$ cat src/hdl/xyb_pkg.sv
`default_nettype none

package xyb_pkg;

    // Item codes for the func field.
    localparam logic FUNC_START = 1'b0;
    localparam logic FUNC_DATA  = 1'b1;

    // Frame kinds selected by a start item.
    typedef enum logic [2:0] {
        KIND_SHORT  = 3'd0,
        KIND_LONG   = 3'd1,
        KIND_EOT    = 3'd2,
        KIND_CAN    = 3'd3,
        KIND_HDR81  = 3'd4,
        KIND_YMODEM = 3'd5
    } kind_t;

    // Line bytes and block lengths.
    localparam logic [7:0]  BYTE_SOH   = 8'h01;
    localparam logic [7:0]  BYTE_STX   = 8'h02;
    localparam logic [7:0]  BYTE_EOT   = 8'h04;
    localparam logic [7:0]  BYTE_CAN   = 8'h18;
    localparam logic [7:0]  BYTE_HDR81 = 8'h81;
    localparam logic [15:0] CRC_POLY   = 16'h1021;
    localparam logic [10:0] SHORT_LEN  = 11'd128;
    localparam logic [10:0] LONG_LEN   = 11'd1024;

    // Most result items that one input item can cause.
    localparam int unsigned MAX_RESULTS = 3;

    typedef struct packed {
        logic       func;
        logic [2:0] block_kind;
        logic [7:0] block_number;
        logic [7:0] data_byte;
    } in_item_t;

    typedef struct packed {
        logic [7:0] tx_byte;
        logic       last_in_run;
        logic       frame_end;
    } out_item_t;

    // All result items of one input item, slot 0 sent first.
    typedef struct packed {
        logic [1:0]                        count;
        out_item_t [MAX_RESULTS-1:0]       res;
    } burst_t;

    // Fold one byte into a CRC-16, MSB first, no reflection.
    function automatic logic [15:0] crc_fold(input logic [15:0] crc, input logic [7:0] data);
        logic [15:0] c;
        c = crc ^ {data, 8'h00};
        for (int i = 0; i < 8; i++) begin
            if (c[15]) begin
                c = {c[14:0], 1'b0} ^ CRC_POLY;
            end else begin
                c = {c[14:0], 1'b0};
            end
        end
        return c;
    endfunction

endpackage

`default_nettype wire

$ cat src/hdl/xymodem_block_framer_unit.sv
`default_nettype none

// XMODEM/YMODEM block framer. Each input item is a frame start or one payload byte; the
// block turns it into zero to three line bytes on the result channel (header, payload
// byte, CRC-16 or sum trailer), the last of them marked with last_in_run and the one
// that closes a frame with frame_end. An item passes an input register and then a burst
// register that sends its bytes one per cycle while m_ready is high. The burst register
// has a single output port, so an item that causes bytes waits in the input register
// until the last byte of the burst before it is taken. Input is accepted while earlier
// bytes still wait on the output. crc_mode (reset 1) selects the CRC-16 trailer; the user
// must write it only while the block is idle; the block itself does not enforce this.
module xymodem_block_framer_unit import xyb_pkg::*; (
    input  wire logic      aclk,
    input  wire logic      aresetn,
    input  wire logic      cfg_wr_en,
    input  wire logic      cfg_wr_data,
    input  wire logic      s_valid,
    output logic           s_ready,
    input  wire in_item_t  s_item,
    output logic           m_valid,
    input  wire logic      m_ready,
    output out_item_t      m_item
);

    logic     crc_mode_reg;
    logic     in_vld_reg;
    in_item_t in_item_reg;
    burst_t   burst;
    logic     can_load;
    logic     advance;

    // Configuration register.
    always_ff @(posedge aclk) begin
        if (!aresetn) begin
            crc_mode_reg <= 1'b1;
        end else if (cfg_wr_en) begin
            crc_mode_reg <= cfg_wr_data;
        end
    end

    // The held item moves on when it causes nothing or the serializer takes its burst.
    assign advance = in_vld_reg && ((burst.count == 2'd0) || can_load);
    assign s_ready = !in_vld_reg || advance;

    always_ff @(posedge aclk) begin
        if (!aresetn) begin
            in_vld_reg <= 1'b0;
        end else if (s_valid && s_ready) begin
            in_vld_reg <= 1'b1;
        end else if (advance) begin
            in_vld_reg <= 1'b0;
        end
    end

    always_ff @(posedge aclk) begin
        if (s_valid && s_ready) begin
            in_item_reg <= s_item;
        end
    end

    xyb_framer_core u_core (
        .aclk     (aclk),
        .aresetn  (aresetn),
        .crc_mode (crc_mode_reg),
        .take     (advance),
        .item     (in_item_reg),
        .burst    (burst)
    );

    xyb_out_serializer u_ser (
        .aclk     (aclk),
        .aresetn  (aresetn),
        .load     (advance && (burst.count != 2'd0)),
        .burst_in (burst),
        .can_load (can_load),
        .m_valid  (m_valid),
        .m_ready  (m_ready),
        .m_item   (m_item)
    );

endmodule

`default_nettype wire

$ cat src/hdl/xyb_framer_core.sv
`default_nettype none

module xyb_framer_core import xyb_pkg::*; (
    input  wire logic     aclk,
    input  wire logic     aresetn,
    input  wire logic     crc_mode,
    input  wire logic     take,
    input  wire in_item_t item,
    output burst_t        burst
);

    logic        open_block_reg, open_block_next;
    logic [10:0] bytes_left_reg, bytes_left_next;
    logic [15:0] crc_value_reg, crc_value_next;
    logic [7:0]  sum_value_reg, sum_value_next;

    logic [15:0] crc_fold_val;
    logic [7:0]  sum_fold_val;
    logic [7:0]  num_cpl;
    logic        is_long;

    assign crc_fold_val = crc_fold(crc_value_reg, item.data_byte);
    assign sum_fold_val = sum_value_reg + item.data_byte;
    assign num_cpl      = ~item.block_number;
    assign is_long      = (kind_t'(item.block_kind) == KIND_LONG);

    // Result items and next block state for the item in the input register.
    always_comb begin
        burst           = '0;
        open_block_next = open_block_reg;
        bytes_left_next = bytes_left_reg;
        crc_value_next  = crc_value_reg;
        sum_value_next  = sum_value_reg;
        if (item.func == FUNC_START) begin
            case (kind_t'(item.block_kind))
                KIND_SHORT, KIND_LONG, KIND_YMODEM: begin
                    open_block_next = 1'b1;
                    bytes_left_next = is_long ? LONG_LEN : SHORT_LEN;
                    crc_value_next  = '0;
                    sum_value_next  = '0;
                    burst.count     = 2'd3;
                    burst.res[0]    = '{is_long ? BYTE_STX : BYTE_SOH, 1'b0, 1'b0};
                    burst.res[1]    = '{item.block_number, 1'b0, 1'b0};
                    burst.res[2]    = '{num_cpl, 1'b1, 1'b0};
                end
                KIND_EOT: begin
                    open_block_next = 1'b0;
                    bytes_left_next = '0;
                    burst.count     = 2'd1;
                    burst.res[0]    = '{BYTE_EOT, 1'b1, 1'b1};
                end
                KIND_CAN: begin
                    open_block_next = 1'b0;
                    bytes_left_next = '0;
                    burst.count     = 2'd1;
                    burst.res[0]    = '{BYTE_CAN, 1'b1, 1'b1};
                end
                KIND_HDR81: begin
                    open_block_next = 1'b0;
                    bytes_left_next = '0;
                    burst.count     = 2'd3;
                    burst.res[0]    = '{BYTE_HDR81, 1'b0, 1'b0};
                    burst.res[1]    = '{item.block_number, 1'b0, 1'b0};
                    burst.res[2]    = '{num_cpl, 1'b1, 1'b1};
                end
                default: begin
                    // Unknown kinds are dropped without a trace.
                    burst.count = 2'd0;
                end
            endcase
        end else if (open_block_reg && (bytes_left_reg != '0)) begin
            crc_value_next  = crc_fold_val;
            sum_value_next  = sum_fold_val;
            bytes_left_next = bytes_left_reg - 11'd1;
            if (bytes_left_reg == 11'd1) begin
                // Last byte of the block: the trailer follows it.
                open_block_next = 1'b0;
                burst.res[0]    = '{item.data_byte, 1'b0, 1'b0};
                if (crc_mode) begin
                    burst.count  = 2'd3;
                    burst.res[1] = '{crc_fold_val[15:8], 1'b0, 1'b0};
                    burst.res[2] = '{crc_fold_val[7:0], 1'b1, 1'b1};
                end else begin
                    burst.count  = 2'd2;
                    burst.res[1] = '{sum_fold_val, 1'b1, 1'b1};
                end
            end else begin
                burst.count  = 2'd1;
                burst.res[0] = '{item.data_byte, 1'b1, 1'b0};
            end
        end
    end

    // Block state is committed when the item leaves the input register.
    always_ff @(posedge aclk) begin
        if (!aresetn) begin
            open_block_reg <= 1'b0;
            bytes_left_reg <= '0;
            crc_value_reg  <= '0;
            sum_value_reg  <= '0;
        end else if (take) begin
            open_block_reg <= open_block_next;
            bytes_left_reg <= bytes_left_next;
            crc_value_reg  <= crc_value_next;
            sum_value_reg  <= sum_value_next;
        end
    end

    // A block is open exactly while payload bytes remain.
    a_open_matches_count: assert property (@(posedge aclk) disable iff (!aresetn)
        open_block_reg == (bytes_left_reg != '0))
        else $error("open flag and byte count disagree");

    a_count_bounded: assert property (@(posedge aclk) disable iff (!aresetn)
        bytes_left_reg <= LONG_LEN)
        else $error("byte count above the long block length");

    // The last payload byte always brings a trailer with a frame end.
    a_last_byte_trailer: assert property (@(posedge aclk) disable iff (!aresetn)
        (item.func == FUNC_DATA && open_block_reg && bytes_left_reg == 11'd1)
        |-> (burst.count >= 2'd2 && burst.res[burst.count - 2'd1].frame_end))
        else $error("last payload byte without trailer");

endmodule

`default_nettype wire

$ cat src/hdl/xyb_out_serializer.sv
`default_nettype none

module xyb_out_serializer import xyb_pkg::*; (
    input  wire logic      aclk,
    input  wire logic      aresetn,
    input  wire logic      load,
    input  wire burst_t    burst_in,
    output logic           can_load,
    output logic           m_valid,
    input  wire logic      m_ready,
    output out_item_t      m_item
);

    burst_t     burst_reg;
    logic [1:0] idx_reg, idx_next;
    logic       vld_reg, vld_next;
    logic       idx_last;

    assign idx_last = (idx_reg == burst_reg.count - 2'd1);
    assign can_load = !vld_reg || (m_ready && idx_last);
    assign m_valid  = vld_reg;

    // Pick the result item that is on the line now.
    always_comb begin
        case (idx_reg)
            2'd0:    m_item = burst_reg.res[0];
            2'd1:    m_item = burst_reg.res[1];
            2'd2:    m_item = burst_reg.res[2];
            default: m_item = burst_reg.res[0];
        endcase
    end

    // Step through the burst; a new burst may follow its last item at once.
    always_comb begin
        idx_next = idx_reg;
        vld_next = vld_reg;
        if (load) begin
            idx_next = 2'd0;
            vld_next = 1'b1;
        end else if (vld_reg && m_ready) begin
            if (idx_last) begin
                vld_next = 1'b0;
            end else begin
                idx_next = idx_reg + 2'd1;
            end
        end
    end

    always_ff @(posedge aclk) begin
        if (!aresetn) begin
            idx_reg <= '0;
            vld_reg <= 1'b0;
        end else begin
            idx_reg <= idx_next;
            vld_reg <= vld_next;
        end
    end

    always_ff @(posedge aclk) begin
        if (load) begin
            burst_reg <= burst_in;
        end
    end

    a_load_nonempty: assert property (@(posedge aclk) disable iff (!aresetn)
        load |-> (burst_in.count != 2'd0))
        else $error("empty burst loaded");

    a_idx_in_range: assert property (@(posedge aclk) disable iff (!aresetn)
        vld_reg |-> (burst_reg.count != 2'd0 && idx_reg < burst_reg.count))
        else $error("result index outside the burst");

    // Only the final slot of a burst carries the run marker.
    a_last_marker: assert property (@(posedge aclk) disable iff (!aresetn)
        vld_reg |-> (m_item.last_in_run == idx_last))
        else $error("run marker on the wrong slot");

endmodule

`default_nettype wire
$ cat config.mk
export PLATFORM = sky130hd
export DESIGN_NAME = xymodem_block_framer_unit
export DESIGN_NICKNAME = d
export VERILOG_FILES = /design/src/hdl/xyb_pkg.sv /design/src/hdl/xymodem_block_framer_unit.sv /design/src/hdl/xyb_framer_core.sv /design/src/hdl/xyb_out_serializer.sv
export SDC_FILE = /design/constraint.sdc
export NUM_CORES = 1
export LEC_CHECK = 0
export BUFFER_PORTS_ARGS = -buffer_cell sky130_fd_sc_hd__buf_2
export CORE_MARGIN = 8
export CORE_UTILIZATION = 50
export DETAILED_ROUTE_END_ITERATION = 16
export PLACE_DENSITY = 0.75
export SLEW_MARGIN = 15
export SYNTH_ARGS = -nofsm -noshare
export SYNTH_HDL_FRONTEND = slang
export SYNTH_SLANG_ARGS = --single-unit
$ cat constraint.sdc
create_clock -name aclk -period 3.7 [get_ports aclk]
set_input_delay 0.74 -clock aclk [delete_from_list [all_inputs] [get_ports aclk]]
set_output_delay 0.74 -clock aclk [all_outputs]
set_load 0.03 [all_outputs]
==> impl_metrics.toml <==
[clock_tree]
cts-buffers-inserted = 9
cts.clk_slew.worst_paths_ns = 0.09
cts_resized = 0
cts-hold-fix-buffers = 0
cts_sinks = 92
clockRootBuffer = "clkbuf_8"
cts_setup_buffers = 0
insertion_delay_ns = 0.36
cts.path.max_buffers = 2
cts_tree = "yes"
h-tree-depth = 3

[synthesis]
yosys_most_used_dff = "edfxtp_1"
synth_edf_count = 51
synth-seq-cells = 92
yosysWarningCount = 0
mappedNetlistArea_um2 = 4400
yosys.cell_types.count = 57
synth_seq_area_share_pct = 53.5
synthCells = 389
syn_nets = 428
syn_area_per_cell_um2 = 11.3
ys_async_sr_fraction_pct = 0

[sta]
period_share_pct = 78.1
drv_slew = 0
setup_tns_ns = 0
hold_violations = 0
slew_headroom_pct = 35.4
rsz0062_at_grt = "false"
setup_viol = 0
skew_ns = 0.0124
fmax_mhz = 346
period_needed_ns = 2.89
tightest_slew_ns = 0.969
fin_ws_ns = 0.811

[die]
fp-row-count = 34
dieArea_um2 = 12100
initial_utilization_pct = 51.0
core-area_um2 = 8640
ios = 38
fp.dieH_um = 110
die_w_um = 110

[hold_path]
hold_path.class = "flip-flop to flip-flop"

[placement]
gp_congestion = 0.841
postPlaceCellArea_um2 = 4600
place_hpwl_um = 6680
dp_worst_setup_slack_ns = 1.08
port_buffers = 37

[power_and_ir_drop]
leakagePower_uw = 0.00182
peakVddDrop_mv = 0.206
finalPower_uw = 1980
power_density_nw_per_um2 = 411

[worst_setup_path]
crit_buf_inv = 2
crit_family = "simple AND/OR/NAND/NOR gates"
end_kind = "output pin"
worstPathRequired_ns = 2.96
worstPathCellList = "or4_4 -> nor3_4 -> a31oi_1 -> nand2_1 -> nor2_1 -> inv_1 -> buf_2"
cp_data_arrival_time_ns = 2.15
cp_max_fo = 7
start_kind = "flip-flop"
worstSetupPathType = "flip-flop to output pin"
critPathMaxStageDelay_ns = 0.59
crit_slowest_cell = "or4_4"

[cells_and_area]
nNetsFinal = 458
syn2layout_area_growth_pct = 9.16
fillerInstances = 738
layout_commonest_cell = "edfxtp_1"
insertedDiodeCount = 0
layout_common_cells = "edfxtp_1, dfxtp_1, nand2_1"
postLayoutCellArea_um2 = 4800
fin_util_pct = 55.6
largest_reg_flops = 31
drive_above_1_share_pct = 17.0

[job]
drv_cap = 0

[global_routing]
antenna_found_initial = 0
grt_overflow_total = 0
grt_max_degree = 32
grt_pass1_wl_um = 14700
grt_usage_pct = 15.6
grt_pass1_vias = 2978

[routing]
avgRoutedWirePerCell_um = 17.2
drt_first_pass_iters = 5
num_vias = 3100
via_per_inst = 5.83
drt_iter0_drc = 193
drc = 0
ant_nets = 0
finalWirelength_um = 9140

[run_status]
status = "finished, final reports clean"
cell type report:
type                            instances  area, µm²  share of cell area [%]
Tap cell                              108        135                    2.81
Multi-Input combinational cell        266       1870                    38.9
Clock inverter                          7       81.3                    1.69
Timing Repair Buffer                   39        200                    4.17
Clock buffer                            9        124                    2.58
Inverter                               11       41.3                   0.860
Sequential cell                        92       2350                    49.0
stage by stage:
step / instances / hold WS, ns
finish: 532 / 0.485
floorplan: 389 / 0.436
detailed placement: 516 / 0.458
global placement: 516 / 0.454
CTS: 532 / 0.480
global route: 532 / 0.500
power by group:
group	leakage, µW	internal [µW]	switching [µW]
clock network	0.0000944	321	370
registers	0.000796	1100	25.2
logic	0.000925	61.5	95.9
total	0.00182	1490	491
cell usage after synthesis (8+ instances only):
| master | number | area [µm²] |
|---|---|---|
| o21ai_0 | 24 | 120 |
| nand2_1 | 38 | 143 |
| nor2_1 | 17 | 63.8 |
| inv_1 | 11 | 41.3 |
| a22o_1 | 17 | 149 |
| o22ai_1 | 11 | 68.8 |
| xor2_1 | 8 | 70.1 |
| a22oi_1 | 10 | 75.1 |
| clkbuf_1 | 10 | 37.5 |
| edfxtp_1 | 51 | 1530 |
| dfxtp_1 | 41 | 821 |
| xnor2_1 | 26 | 228 |
| a21oi_1 | 22 | 110 |
| ha_1 | 12 | 150 |
final timing paths:
path                                                from                      end  slack [ns]  cells after the start
worst min-delay path             u_core.sum_value_reg[2]  u_core.sum_value_reg[2]        0.48                      1
worst max-delay path            u_core.bytes_left_reg[4]                  s_ready        0.81                      7
worst max register to register           in_item_reg[19]  u_core.sum_value_reg[7]        1.01                      5
worst min register to register   u_core.sum_value_reg[2]  u_core.sum_value_reg[2]        0.48                      1
per-layer routing:
layer,track usage (%),wire length [µm],up-vias
li1,-,-,1505
met3,2.52,431,13
met4,6.17,117,0
met1,20.3,4150,1508
met2,25.3,4440,74
met5,0,0,-
kinds of logic after synthesis:
kind of cell / Yosys count / synth area share (%)
flops: 92 / 53.5
buf+inv: 31 / 4.12
xor+xnor: 34 / 6.77
compound gates: 124 / 19.7
fa+ha+maj: 13 / 3.87
simple gates: 88 / 10.5
mux: 7 / 1.59
worst reg2reg max path: stages (launching register included):
cell and delay [ns]:
edfxtp_1 0.63, nand2_1 0.19, a21oi_1 0.78, o21ai_0 0.23, o21a_2 0.41, a211o_1 0.35
Power figures use the tool's default switching activity.
